## config.mk

```make
export PLATFORM = sky130hd
export DESIGN_NAME = float32_add_sub_mul_div_core
export DESIGN_NICKNAME = d
export VERILOG_FILES = /design/src/sv/f32_pkg.sv /design/src/sv/float32_add_sub_mul_div_core.sv
export SDC_FILE = /design/constraint.sdc
export NUM_CORES = 1
export LEC_CHECK = 0
export BUFFER_PORTS_ARGS = -buffer_cell sky130_fd_sc_hd__buf_2
export CELL_PAD_IN_SITES_DETAIL_PLACEMENT = 1
export CELL_PAD_IN_SITES_GLOBAL_PLACEMENT = 1
export CORE_ASPECT_RATIO = 0.9
export CORE_MARGIN = 4
export CORE_UTILIZATION = 48
export DETAILED_ROUTE_END_ITERATION = 12
export MAX_ROUTING_LAYER = met4
export PLACE_DENSITY_LB_ADDON = 0.12
export SLEW_MARGIN = 20
export SYNTH_ARGS = -nofsm -noshare
export SYNTH_HDL_FRONTEND = slang
export SYNTH_SLANG_ARGS = --single-unit
```

## constraint.sdc

```tcl
create_clock -name aclk -period 5.3 [get_ports aclk]
set_input_delay 0.795 -clock aclk [delete_from_list [all_inputs] [get_ports aclk]]
set_output_delay 0.795 -clock aclk [all_outputs]
set_load 0.1 [all_outputs]
```

## src/sv/f32_pkg.sv

```systemverilog
// package for the single-precision arithmetic core
// operation codes, status codes, sequencer state codes and format constants; no dependencies
package f32_pkg;
    localparam int MANT_BITS = 24;
    localparam int EXP_BITS  = 8;
    localparam int BIAS      = 127;

    typedef enum logic [1:0] {
        OP_ADD = 2'd0,
        OP_SUB = 2'd1,
        OP_MUL = 2'd2,
        OP_DIV = 2'd3
    } op_t;

    typedef enum logic [1:0] {
        ST_OK   = 2'd0,
        ST_OVF  = 2'd1,
        ST_UNF  = 2'd2,
        ST_DIVZ = 2'd3
    } status_t;

    typedef enum logic [5:0] {
        S_IDLE  = 6'b000001,
        S_ALIGN = 6'b000010,
        S_MUL   = 6'b000100,
        S_DIV   = 6'b001000,
        S_NORM  = 6'b010000,
        S_OUT   = 6'b100000
    } state_t;
endpackage

```

## src/sv/float32_add_sub_mul_div_core.sv

```systemverilog
// single-precision add, subtract, multiply and divide core with truncation
// depends on f32_pkg
//
// usage: present req_type, operand_a and operand_b on s_ with s_valid; the
// word is taken when s_valid and s_ready are both high. s_ready is high only
// while the core is idle: one operation runs at a time on a shared datapath.
// the result word (m_result, m_status) is held on m_ with m_valid until
// m_ready takes it; a stalled receiver simply holds the core in that state.
// the next word can be taken in the cycle after the result word is taken.
// steps from accept to m_valid:
//   add/sub: one alignment shift per exponent bit of difference, the add or
//            subtract, then one step per normalizing shift
//   multiply: one shift-add step per multiplier bit
//   divide: one restoring quotient bit per cycle
// the sequencer in state_reg runs these steps in this order.
// status: 0 ok, 1 exponent overflow, 2 underflow, 3 divide by zero; on any
// error the result is zero. reset (aresetn low, synchronous) returns the core
// to idle with no word pending.
module float32_add_sub_mul_div_core (
    input  logic        aclk,
    input  logic        aresetn,
    input  logic        s_valid,
    output logic        s_ready,
    input  logic [1:0]  s_req_type,
    input  logic [31:0] s_operand_a,
    input  logic [31:0] s_operand_b,
    output logic        m_valid,
    input  logic        m_ready,
    output logic [31:0] m_result,
    output logic [1:0]  m_status
);
    f32_pkg::state_t state_reg, state_next;

    logic              sl_reg;        // result sign
    logic signed [10:0] e_reg;        // working exponent
    logic [23:0]       ml_reg;        // larger / multiplicand / divisor
    logic [23:0]       ms_reg;        // smaller / multiplier
    logic [47:0]       acc_reg;       // product / remainder
    logic [24:0]       q_reg;         // quotient / sum
    logic [5:0]        cnt_reg;       // align distance / step counter
    logic              sub_reg;
    logic [1:0]        op_reg;
    logic [31:0]       res_reg;
    logic [1:0]        st_reg;

    logic        sa, sb;
    logic [7:0]  ea, eb;
    logic [23:0] ma, mb;
    logic        a_ge;
    logic [24:0] rem_try;

    assign s_ready  = (state_reg == f32_pkg::S_IDLE);
    assign m_valid  = (state_reg == f32_pkg::S_OUT);
    assign m_result = res_reg;
    assign m_status = st_reg;

    always_comb begin
        sa = s_operand_a[31];
        sb = s_operand_b[31] ^ (s_req_type == f32_pkg::OP_SUB);
        ea = s_operand_a[30:23];
        eb = s_operand_b[30:23];
        ma = (ea != 8'd0) ? {1'b1, s_operand_a[22:0]} : 24'd0;
        mb = (eb != 8'd0) ? {1'b1, s_operand_b[22:0]} : 24'd0;
        a_ge = {ea, ma} >= {eb, mb};
        rem_try = {acc_reg[23:0], 1'b0} - {1'b0, ml_reg};
    end

    always_comb begin
        state_next = state_reg;
        unique case (state_reg)
            f32_pkg::S_IDLE:  if (s_valid) state_next = f32_pkg::S_ALIGN;
            f32_pkg::S_ALIGN: state_next = state_reg;
            f32_pkg::S_MUL:   state_next = state_reg;
            f32_pkg::S_DIV:   state_next = state_reg;
            f32_pkg::S_NORM:  state_next = state_reg;
            f32_pkg::S_OUT:   if (m_ready) state_next = f32_pkg::S_IDLE;
            default:          state_next = f32_pkg::S_IDLE;
        endcase
    end

    // range check and pack
    function automatic logic [33:0] pack(input logic s, input logic signed [10:0] e,
                                         input logic [23:0] m);
        if (e > 11'sd255) return {32'd0, f32_pkg::ST_OVF};
        if (e < 11'sd1) return {32'd0, f32_pkg::ST_UNF};
        return {s, e[7:0], m[22:0], f32_pkg::ST_OK};
    endfunction

    always_ff @(posedge aclk) begin
        if (!aresetn) begin
            state_reg <= f32_pkg::S_IDLE;
        end else begin
            unique case (state_reg)
                f32_pkg::S_IDLE: begin
                    state_reg <= state_next;
                    if (s_valid) begin
                        op_reg  <= s_req_type;
                        st_reg  <= f32_pkg::ST_OK;
                        res_reg <= 32'd0;
                        acc_reg <= 48'd0;
                        q_reg   <= 25'd0;
                        if (s_req_type[1] == 1'b0) begin
                            sub_reg <= sa ^ sb;
                            if (ea == 8'd0 && eb == 8'd0) begin
                                state_reg <= f32_pkg::S_OUT;
                            end else if (ea == 8'd0) begin
                                res_reg <= {sb, s_operand_b[30:0]};
                                state_reg <= f32_pkg::S_OUT;
                            end else if (eb == 8'd0) begin
                                res_reg <= s_operand_a;
                                state_reg <= f32_pkg::S_OUT;
                            end else begin
                                sl_reg  <= a_ge ? sa : sb;
                                e_reg   <= {3'd0, a_ge ? ea : eb};
                                ml_reg  <= a_ge ? ma : mb;
                                ms_reg  <= a_ge ? mb : ma;
                                cnt_reg <= (a_ge ? (ea - eb) : (eb - ea)) > 8'd23 ? 6'd24
                                         : 6'((a_ge ? (ea - eb) : (eb - ea)));
                                state_reg <= f32_pkg::S_ALIGN;
                            end
                        end else begin
                            sl_reg  <= s_operand_a[31] ^ s_operand_b[31];
                            ml_reg  <= ma;
                            ms_reg  <= mb;
                            cnt_reg <= 6'd0;
                            if (s_req_type == f32_pkg::OP_DIV && eb == 8'd0) begin
                                st_reg <= f32_pkg::ST_DIVZ;
                                state_reg <= f32_pkg::S_OUT;
                            end else if (ea == 8'd0 || eb == 8'd0) begin
                                state_reg <= f32_pkg::S_OUT;
                            end else if (s_req_type == f32_pkg::OP_MUL) begin
                                e_reg <= 11'(ea) + 11'(eb) - 11'(f32_pkg::BIAS);
                                state_reg <= f32_pkg::S_MUL;
                            end else begin
                                e_reg <= 11'(ea) - 11'(eb) + 11'(f32_pkg::BIAS);
                                ml_reg <= mb;
                                acc_reg <= {24'd0, ma};
                                state_reg <= f32_pkg::S_DIV;
                            end
                        end
                    end
                end
                f32_pkg::S_ALIGN: begin
                    if (cnt_reg >= 6'd24 || ms_reg == 24'd0) begin
                        res_reg <= {sl_reg, e_reg[7:0], ml_reg[22:0]};
                        state_reg <= f32_pkg::S_OUT;
                    end else if (cnt_reg != 6'd0) begin
                        ms_reg  <= ms_reg >> 1;
                        cnt_reg <= cnt_reg - 6'd1;
                    end else if (!sub_reg) begin
                        q_reg <= {1'b0, ml_reg} + {1'b0, ms_reg};
                        state_reg <= f32_pkg::S_NORM;
                    end else if (ml_reg == ms_reg) begin
                        state_reg <= f32_pkg::S_OUT;
                    end else begin
                        q_reg <= {1'b0, ml_reg - ms_reg};
                        state_reg <= f32_pkg::S_NORM;
                    end
                end
                f32_pkg::S_MUL: begin
                    // shift-add, multiplier lsb first
                    acc_reg <= {(acc_reg[47:24] + 25'(ms_reg[0] ? ml_reg : 24'd0)),
                                acc_reg[23:1]};
                    ms_reg  <= ms_reg >> 1;
                    cnt_reg <= cnt_reg + 6'd1;
                    if (cnt_reg == 6'd23) begin
                        state_reg <= f32_pkg::S_NORM;
                    end
                end
                f32_pkg::S_DIV: begin
                    // restoring step on the remainder, 25 quotient bits
                    if (cnt_reg == 6'd0) begin
                        q_reg <= {24'd0, acc_reg[23:0] >= ml_reg};
                        if (acc_reg[23:0] >= ml_reg)
                            acc_reg[23:0] <= acc_reg[23:0] - ml_reg;
                    end else begin
                        q_reg <= {q_reg[23:0], ~rem_try[24]};
                        acc_reg[23:0] <= rem_try[24] ? {acc_reg[22:0], 1'b0}
                                                     : rem_try[23:0];
                    end
                    cnt_reg <= cnt_reg + 6'd1;
                    if (cnt_reg == 6'd24) begin
                        state_reg <= f32_pkg::S_NORM;
                    end
                end
                f32_pkg::S_NORM: begin
                    state_reg <= f32_pkg::S_OUT;
                    if (op_reg == f32_pkg::OP_MUL) begin
                        if (acc_reg[47])
                            {res_reg, st_reg} <= pack(sl_reg, e_reg + 11'sd1, acc_reg[47:24]);
                        else
                            {res_reg, st_reg} <= pack(sl_reg, e_reg, acc_reg[46:23]);
                    end else if (op_reg == f32_pkg::OP_DIV) begin
                        if (q_reg[24])
                            {res_reg, st_reg} <= pack(sl_reg, e_reg, q_reg[24:1]);
                        else
                            {res_reg, st_reg} <= pack(sl_reg, e_reg - 11'sd1, q_reg[23:0]);
                    end else if (q_reg[24]) begin
                        {res_reg, st_reg} <= pack(sl_reg, e_reg + 11'sd1, q_reg[24:1]);
                    end else if (q_reg[23]) begin
                        {res_reg, st_reg} <= pack(sl_reg, e_reg, q_reg[23:0]);
                    end else begin
                        q_reg <= q_reg << 1;
                        e_reg <= e_reg - 11'sd1;
                        state_reg <= f32_pkg::S_NORM;
                    end
                end
                f32_pkg::S_OUT: state_reg <= state_next;
                default: state_reg <= f32_pkg::S_IDLE;
            endcase
        end
    end
endmodule

```

=== Word level (Yosys, flattened, before mapping) ===
Cells that the tools add are included.

* Input bits: 70
* Output and inout port bits: 36
* Word-level logic and storage cells: 317
* Bits in registers: 182

* Equal/unequal tests: 37
* Muxes and demuxes: 202
* Magnitude comparators: 10
* Reduce and logical (&&, ||, !) cells: 33
* Add/sub/neg operators: 15
* Bitwise logic cells: 5

{| class="wikitable"
|+ Operators with widths
! cell !! count
|-
| 24-bit two-way mux || 27
|-
| 34-bit two-way mux || 18
|-
| 32-bit two-way mux || 12
|-
| 25-bit two-way mux || 9
|-
| 6-bit two-way mux || 27
|-
| 24-bit one-hot mux with 3 select lines || 2
|-
| 11-bit two-way mux || 12
|-
| 25-bit one-hot mux with 4 select lines || 1
|-
| 32-bit one-hot mux with 3 select lines || 1
|-
| 1-bit two-way mux || 75
|-
| 24-bit by 24-bit adder with 25-bit output || 2
|-
| 48-bit two-way mux || 1
|-
| 24-bit one-hot mux with 2 select lines || 1
|-
| 24-bit subtractor || 2
|-
| 6-bit one-hot mux with 6 select lines || 1
|-
| 11-bit by 9-bit > comparator with 1-bit output, second input constant || 3
|-
| 11-bit by 2-bit < comparator with 1-bit output, second input constant || 3
|-
| 32-bit greater-or-equal comparator || 1
|-
| 2-bit != test, second input constant || 14
|-
| 25-bit by 24-bit subtractor with 25-bit output || 1
|-
| 24-bit equality test || 1
|-
| 24-bit greater-or-equal comparator || 1
|-
| 24-bit zero test || 1
|-
| 3-bit != test, second input constant || 8
|-
| other kinds (46) || 78
|}

=== Logic depth before layout (Yosys ltp) ===
Gate-level depths: netlist (run 1).

* Depth after elaboration: 22
* Depth in mapped cells: 19

=== Least setup slack after synthesis (run 1) ===
No wires, ideal clock.

* Path kind: input to register
* From: input s_operand_b[23]
* To: register ml_reg[10], data pin
* Arrival time: 4.486 ns
* Stages: 18
* Data required time: 5.035 ns
* Path slack: 0.549 ns
* Setup time: 0.265 ns
* Cells stage by stage: or4_1 > nor2_1 > inv_1 > clkbuf_1 > and2_1 > inv_1 > ha_1 > a21o_1 > a211o_1 > a221oi_1 > o21ai_0 > a31oi_1 > o41ai_4 > or2_1 > buf_2 > nand2_1 > clkbuf_1 > o21ai_1

* Word-level cells in the longest chain between the ends: 8
* Elaborated cells on any way between the ends: 14
* Classes of those cells: 1 x order compare; 9 x mux; 4 x reduce/logical

{| class="wikitable"
|+ Ends and longest elaborated chain
! what !! RTL line !! source
|-
| start: declaration || float32_add_sub_mul_div_core.sv:26 || <nowiki>input logic [31:0] s_operand_b,</nowiki>
|-
| 8-bit nonzero test || float32_add_sub_mul_div_core.sv:63 || <nowiki>mb = (eb != 8'd0) ? {1'b1, s_operand_b[22:0]} : 24'd0;</nowiki>
|-
| 24-bit two-way mux || float32_add_sub_mul_div_core.sv:63 ||
|-
| 32-bit greater-or-equal comparator || float32_add_sub_mul_div_core.sv:64 || <nowiki>a_ge = {ea, ma} >= {eb, mb};</nowiki>
|-
| 24-bit two-way mux || float32_add_sub_mul_div_core.sv:115 || <nowiki>ml_reg <= a_ge ? ma : mb;</nowiki>
|-
| 24-bit two-way mux || float32_add_sub_mul_div_core.sv:109 || <nowiki>end else if (eb == 8'd0) begin</nowiki>
|-
| 24-bit two-way mux || float32_add_sub_mul_div_core.sv:106 || <nowiki>end else if (ea == 8'd0) begin</nowiki>
|-
| 24-bit two-way mux || float32_add_sub_mul_div_core.sv:104 || <nowiki>if (ea == 8'd0 && eb == 8'd0) begin</nowiki>
|-
| 24-bit two-way mux * || float32_add_sub_mul_div_core.sv:102 || <nowiki>if (s_req_type[1] == 1'b0) begin</nowiki>
|-
| end signal: assignment || float32_add_sub_mul_div_core.sv:115 ||
|-
| end signal: assignment || float32_add_sub_mul_div_core.sv:123 || <nowiki>ml_reg <= ma;</nowiki>
|-
| end signal: assignment || float32_add_sub_mul_div_core.sv:136 || <nowiki>ml_reg <= mb;</nowiki>
|-
| end: declaration || float32_add_sub_mul_div_core.sv:36 || <nowiki>logic [23:0] ml_reg;</nowiki>
|}

Mark *: on every way between the ends. The rest lies on a longest branch, timed or not. The select of a mux whose other input is x is not followed.
A chain may end at the register's enable or synchronous reset.

=== Final worst setup path (run 1) ===
* From: input s_operand_b[24]
* To: register cnt_reg[3], data pin

* Word-level cells in the longest chain between the ends: 12
* Elaborated cells on any way between the ends: 14
* Classes of those cells: 2 x add/sub; 2 x order compare; 9 x mux; 1 x reduce/logical

{| class="wikitable"
|+ Ends and longest elaborated chain
! what !! RTL line !! source
|-
| 8-bit nonzero test || float32_add_sub_mul_div_core.sv:63 ||
|-
| 24-bit two-way mux || float32_add_sub_mul_div_core.sv:63 ||
|-
| 32-bit greater-or-equal comparator || float32_add_sub_mul_div_core.sv:64 ||
|-
| 8-bit two-way mux * || float32_add_sub_mul_div_core.sv:118 || <nowiki>: 6'((a_ge ? (ea - eb) : (eb - ea)));</nowiki>
|-
| 8-bit by 5-bit > comparator with 1-bit output || float32_add_sub_mul_div_core.sv:117 || <nowiki>cnt_reg <= (a_ge ? (ea - eb) : (eb - ea)) > 8'd23 ? 6'd24</nowiki>
|-
| 6-bit two-way mux * || float32_add_sub_mul_div_core.sv:117 ||
|-
| 6-bit two-way mux * || float32_add_sub_mul_div_core.sv:109 ||
|-
| 6-bit two-way mux * || float32_add_sub_mul_div_core.sv:106 ||
|-
| 6-bit two-way mux * || float32_add_sub_mul_div_core.sv:104 ||
|-
| 6-bit two-way mux * || float32_add_sub_mul_div_core.sv:102 ||
|-
| 6-bit two-way mux * || float32_add_sub_mul_div_core.sv:96 || <nowiki>if (s_valid) begin</nowiki>
|-
| 6-bit one-hot mux with 3 select lines * || float32_add_sub_mul_div_core.sv:93 || <nowiki>unique case (state_reg)</nowiki>
|-
| end signal: assignment || float32_add_sub_mul_div_core.sv:117 ||
|-
| end signal: assignment || float32_add_sub_mul_div_core.sv:149 || <nowiki>cnt_reg <= cnt_reg - 6'd1;</nowiki>
|-
| end signal: assignment || float32_add_sub_mul_div_core.sv:165 || <nowiki>cnt_reg <= cnt_reg + 6'd1;</nowiki>
|-
| end: declaration || float32_add_sub_mul_div_core.sv:40 || <nowiki>logic [5:0] cnt_reg;</nowiki>
|}

Marks and branches as above.

==> impl_metrics.env, run 1 <==
export IMPL_status="finished, final reports clean"
export IMPL_clockBufferDepth=2
export IMPL_postCtsSetupBuffers=0
export IMPL_finalSetupViolations=0
export IMPL_hpwl_um=63500
export IMPL_synthesis_nets=2597
export IMPL_max_slew_margin_rel_pct=27.4
export IMPL_totalWireLength_um=81000
export IMPL_finalInstanceArea_mm2=0.0212
export IMPL_numCtsBuffers=17
export IMPL_start_kind="input port"
export IMPL_grt_max_degree=49
export IMPL_cts_hold_buf=0
export IMPL_drc=0
export IMPL_timing_max_cap_violations=0
export IMPL_fin_setup_tns_ns=0
export IMPL_post_route_util_pct=53.3
export IMPL_first_iter_violations=2447
export IMPL_largest_reg_flops=48
export IMPL_grt_pass1_vias=19700
export IMPL_worstPathRequired_ns=5.54
export IMPL_syn_avg_cell_area_um2=8.30
export IMPL_p_leak_nw=8.93
export IMPL_cts_root_buffer_cell="clkbuf_16"
export IMPL_drt_antenna_violating_nets=0
export IMPL_grt_pass1_wl_um=122000
export IMPL_vias=19900
export IMPL_worst_path_largest_cell_delay_ns=0.63
export IMPL_cts_tree="done"
export IMPL_wl_per_cell_um=27.6
export IMPL_worstSetupPathType="input port to flop"
export IMPL_peakVddDrop_v=0.000232
export IMPL_crit_chain="buf_2 > or4_1 > nor2_1 > inv_1 > buf_4 > nand2_1 > ha_1 > a21o_1 > a21o_1 > a221oi_1 > o21ai_0 > a31oi_1 > o41ai_4 > buf_4 > o31ai_1 > nand2_1 > a22o_1"
export IMPL_yosysSeqAreaShare_pct=27.9
export IMPL_layout_nets=2651
export IMPL_grt_overflow=0
export IMPL_synthesis_area_mm2=0.0194
export IMPL_end_kind="flop"
export IMPL_clock_latency_ns=0.48
export IMPL_ys_types=76
export IMPL_cts_sinks=182
export IMPL_hold_viol_final=0
export IMPL_finalMaxSlewViolations=0
export IMPL_cts_resized=0
export IMPL_slowest_stage="o31ai_1"
export IMPL_synth_main_ff_cell="edfxtp_1"
export IMPL_tightest_slew_ns=1.09
export IMPL_place_inst=2902
export IMPL_clk_pin_slew_ns=0.09
export IMPL_drive_above_1_share_pct=9.90
export IMPL_ys_warn_count=0
export IMPL_core_area_mm2=0.0397
export IMPL_htreeDepth=4
export IMPL_grt_usage_pct=37.5
export IMPL_synth_cells=2336
export IMPL_synth_edff_count=176
export IMPL_dpl_cell_area_mm2=0.0205
export IMPL_worstHoldPathType="flop to flop"
export IMPL_ys_async_sr_fraction_pct=0
export IMPL_die_w_um=220
export IMPL_fp_dieH_um=199
export IMPL_io_pins=106
export IMPL_dr_pass1_iters=8
export IMPL_fmax_ghz=0.213
export IMPL_post_route_min_period_ns=4.70
export IMPL_powerDensity_mw_per_mm2=277
export IMPL_syn_to_final_growth_pct=9.23
export IMPL_final_cell_count_no_fill=2936
export IMPL_gp_congestion=1.00
export IMPL_fin_crit_sh_pct=88.7
export IMPL_antenna_found_initial=1
export IMPL_dieArea_mm2=0.0437
export IMPL_num_rows=69
export IMPL_fin_skew_ns=0.0171
export IMPL_rsz0062_at_grt="no"
export IMPL_portBuffers=105
export IMPL_via_per_inst=6.78
export IMPL_cp_max_fo=38
export IMPL_start_util_pct=48.8
export IMPL_cp_arrival_ns=4.94
export IMPL_ys_seq_elements=182
[synth_stat cells (all sizes together) (24+ instances only)]
| cell type | number | area (µm²) |
|---|---|---|
| buf | 37 | 224 |
| nor2b | 32 | 200 |
| nand3 | 47 | 240 |
| o31ai | 24 | 180 |
| a22oi | 30 | 225 |
| inv | 168 | 631 |
| o21ai | 201 | 1010 |
| nor4 | 30 | 188 |
| xor2 | 42 | 368 |
| a21o | 53 | 398 |
| xnor2 | 78 | 683 |
| nor2 | 186 | 698 |
| a221oi | 88 | 771 |
| nand2 | 181 | 679 |
| edfxtp | 176 | 5290 |
| a211oi | 27 | 203 |
| a21oi | 165 | 826 |
| mux2i | 46 | 460 |
| and2 | 43 | 269 |
| nor3 | 51 | 260 |
| ha | 182 | 2280 |
| clkbuf | 98 | 368 |
[layer usage]
metal  vias up  share of wire, %  global-route usage (%)
li1       8902                 -                       -
met1      9957                43                    51.3
met2       918                44                    55.3
met3       138               8.6                    6.37
met4         0               4.4                    15.6
met5         -                 0                       -
[through the flow]
stage / worst slack [ns] / total power [mW] / hold slack (ns)
after floorplan: 0.549 / 3.70 / 0.511
after global placement: 0.406 / 4.36 / 0.535
after detailed placement: 0.152 / 4.46 / 0.566
after CTS: 0.646 / 5.81 / 0.574
after global routing: 0.443 / 6.13 / 0.607
final: 0.597 / 5.86 / 0.590
[cell families after synthesis]
| group | synth area share [%] |
|---|---|
| AOI/OAI and AO/OA | 27.4 |
| xor gates and xnor gates | 5.42 |
| muxes | 2.49 |
| buffers and inverters | 6.33 |
| adders and majority gates | 12.7 |
| and+or+nand+nor | 17.7 |
| DFF | 27.9 |
[final timing paths]
| path | start | endpoint | slack, ns | cells past startpoint |
|---|---|---|---|---|
| max | s_operand_b[24] | cnt_reg[3]$_DFFE_PP_ | 0.60 | 17 |
| min | sl_reg$_DFFE_PP_ | m_result[31]$_DFFE_PP_ | 0.59 | 2 |
| max reg2reg | e_reg[1]$_DFFE_PP_ | m_result[25]$_DFFE_PP_ | 0.73 | 13 |
| min reg2reg | sl_reg$_DFFE_PP_ | m_result[31]$_DFFE_PP_ | 0.59 | 2 |
[critical path: cells and delay by family]
family,cells,cell delay [ns]
compound gates,8,2.05
simple gates,4,1.03
buf+inv,4,0.76
fa+ha+maj,1,0.26
[area by class of cell]
type | count | area (µm²)
Clock inverter | 15 | 161
Inverter | 169 | 634
Sequential cell | 182 | 5410
Fill cell | 4812 | 18500
Antenna cell | 1 | 2.50
Multi-Input combinational cell | 1850 | 12800
Clock buffer | 17 | 425
Timing Repair Buffer | 170 | 1060
Tap cell | 532 | 666
[placed cells by master, fill, tap and decap left out, types with 17 or more instances in the layout]
cell	Yosys	final
a211oi_1	27	27
a21o_1	53	53
a21oi_1	165	163
a221oi_1	88	88
a222oi_1	18	18
a22o_1	17	17
a22oi_1	30	30
a31oi_1	18	18
and2_1	43	43
buf_2	17	105
buf_4	5	62
clkbuf_16	0	17
edfxtp_1	176	176
ha_1	182	182
inv_1	168	168
mux2i_1	46	46
nand2_1	181	181
nand3_1	46	46
nand4_1	23	23
nor2_1	186	180
nor2b_1	32	30
nor3_1	50	49
nor4_1	30	28
o21a_1	21	21
o21ai_0	181	181
o21ai_1	20	20
o221ai_1	23	23
o31ai_1	24	24
or4_1	21	21
xnor2_1	78	78
xor2_1	42	42
[report_power, final]
| part | switching (mW) | total [mW] | internal, mW |
|---|---|---|---|
| clock | 0.698 | 1.37 | 0.669 |
| sequential | 0.203 | 1.98 | 1.78 |
| combinational | 1.65 | 2.51 | 0.860 |
(Power assumes the default switching activity.)
==> run 2: changes to the inputs <==
CORE_UTILIZATION = 45   (was 48)
==> run 2 against run 1 <==
Against the previous run:
- cell count grew 0.51%
- largest power group unchanged
- sequential power is essentially flat
- core utilization shrank 3.1 points
- clock skew shrank 0.0015 ns
- die area grew 6.4%
- clock-buffer cell count grew 2
- maximum frequency grew 1.1%
- largest cell class unchanged
==> impl_metrics.env, run 2 (synthesis results as in run 1) <==
export IMPL_post_route_min_period_ns=4.65
export IMPL_grt_use_met3_pct=6.25
export IMPL_grt_pass1_vias=19500
export IMPL_finalSetupViolations=0
export IMPL_clock_latency_ns=0.48
export IMPL_crit_family="compound AO/OA/AOI/OAI gates"
export IMPL_max_slew_margin_rel_pct=27.5
export IMPL_hold_viol_final=0
export IMPL_dpl_cell_area_mm2=0.0205
export IMPL_start_kind="input port"
export IMPL_worstHoldPathType="flop to flop"
export IMPL_drt_antenna_violating_nets=0
export IMPL_status="finished, final reports clean"
export IMPL_fin_skew_ns=0.0156
export IMPL_io_pins=106
export IMPL_slowest_stage="or4_1"
export IMPL_r2r_cells=13
export IMPL_totalWireLength_um=81300
export IMPL_cts_root_buffer_cell="clkbuf_16"
export IMPL_finalInstanceArea_mm2=0.0212
export IMPL_crit_chain="buf_2 > or4_1 > nor2_1 > inv_1 > buf_4 > and2_1 > inv_1 > ha_1 > a211o_1 > a221oi_1 > o21ai_0 > a31oi_1 > o41ai_4 > or2_1 > buf_4 > a2111oi_0"
export IMPL_fill_cells=5049
export IMPL_worst_path_stages=16
export IMPL_first_iter_violations=2292
export IMPL_worstPathRequired_ns=5.54
export IMPL_peakVddDrop_v=0.000197
export IMPL_fp_dieH_um=205
export IMPL_antenna_found_initial=4
export IMPL_core_area_mm2=0.0422
export IMPL_cts_hold_buf=0
export IMPL_fmax_ghz=0.215
export IMPL_numCtsBuffers=17
export IMPL_multi_input_area_mm2=0.0128
export IMPL_grt_overflow=0
export IMPL_busiest_layer="met2"
export IMPL_timing_max_cap_violations=0
export IMPL_gp_congestion=0.970
export IMPL_clk_pin_slew_ns=0.08
export IMPL_vias=19800
export IMPL_grt_usage_pct=35.4
export IMPL_cts_tree="done"
export IMPL_cts_resized=0
export IMPL_end_kind="flop"
export IMPL_worst_path_largest_cell_delay_ns=0.60
export IMPL_grt_pass1_wl_um=122000
export IMPL_die_w_um=227
export IMPL_wl_per_cell_um=27.6
export IMPL_use_met1_pct=49.2
export IMPL_rsz0062_at_grt="no"
export IMPL_cp_max_fo=37
export IMPL_start_util_pct=45.9
export IMPL_grt_max_degree=49
export IMPL_holdWs_ns=0.590
export IMPL_hold_depth=2
export IMPL_hpwl_um=63700
export IMPL_layout_nets=2648
export IMPL_htreeDepth=4
export IMPL_clockBufferDepth=2
export IMPL_finalMaxSlewViolations=0
export IMPL_via_per_inst=6.72
export IMPL_worstSetupPathType="input port to flop"
export IMPL_dieArea_mm2=0.0465
export IMPL_register_area_mm2=0.00541
export IMPL_syn_to_final_growth_pct=9.23
export IMPL_r2r_slack_ns=0.81
export IMPL_cts_sinks=182
export IMPL_drive_above_1_share_pct=9.58
export IMPL_crit_buf_inv=5
export IMPL_largest_reg_flops=48
export IMPL_layout_common_cells="ha_1 (182), nor2_1 (181), nand2_1 (181), o21ai_0 (181), edfxtp_1 (176)"
export IMPL_postCtsSetupBuffers=0
export IMPL_use_met2_pct=51.7
export IMPL_layout_commonest_cell="ha_1"
export IMPL_fin_crit_sh_pct=87.7
export IMPL_p_leak_nw=8.89
export IMPL_cp_arrival_ns=4.89
export IMPL_tightest_slew_ns=1.08
export IMPL_fin_setup_tns_ns=0
export IMPL_powerDensity_mw_per_mm2=277
export IMPL_dr_pass1_iters=9
export IMPL_num_rows=71
export IMPL_portBuffers=105
export IMPL_drc=0
-- run 2: tightest hold or removal path, stage by stage, from the launching register on --
cell and delay (ns):
edfxtp_1 0.35, o21ai_1 0.07, o21ai_1 0.07
-- run 2: worst paths after layout --
check	from	endpoint
worst max-delay path	s_operand_b[24]	ms_reg[23]$_SDFFCE_PP0P_
worst min-delay path	sl_reg$_DFFE_PP_	m_result[31]$_DFFE_PP_
worst max register to register	ml_reg[5]$_DFFE_PP_	acc_reg[18]$_DFFE_PP_
worst min register to register	sl_reg$_DFFE_PP_	m_result[31]$_DFFE_PP_
-- run 2: where the power goes --
group | switching, mW | total [mW] | internal, mW
Combinational | 1.65 | 2.51 | 0.857
Sequential | 0.192 | 1.97 | 1.78
Clock | 0.654 | 1.39 | 0.740
-- run 2: through the flow --
step                total power [mW]  std cells  setup slack (ns)  utilization, %
floorplan                       3.70       2336             0.549               -
global placement                4.36       2915             0.386            48.7
detailed placement              4.44       2915             0.221            48.7
CTS                             5.82       2947             0.695            50.1
global route                    6.15       2949             0.397            50.1
finish                          5.87       2951             0.650            50.2
-- run 2: routing by layer --
metal	wire length [µm]	part of all wire (%)
met4	3050	3.7
met3	6630	8.2
met2	35600	44
met5	0	0
met1	36000	44
-- run 2: area by class of cell --
| cell class | instances | share of cell area [%] |
|---|---|---|
| Multi-Input combinational cell | 1850 | 60.7 |
| Clock buffer | 19 | 2.05 |
| Timing Repair Buffer | 167 | 4.74 |
| Tap cell | 547 | 3.23 |
| Inverter | 169 | 3.00 |
| Clock inverter | 13 | 0.739 |
| Sequential cell | 182 | 25.5 |
| Antenna cell | 4 | 0.0473 |
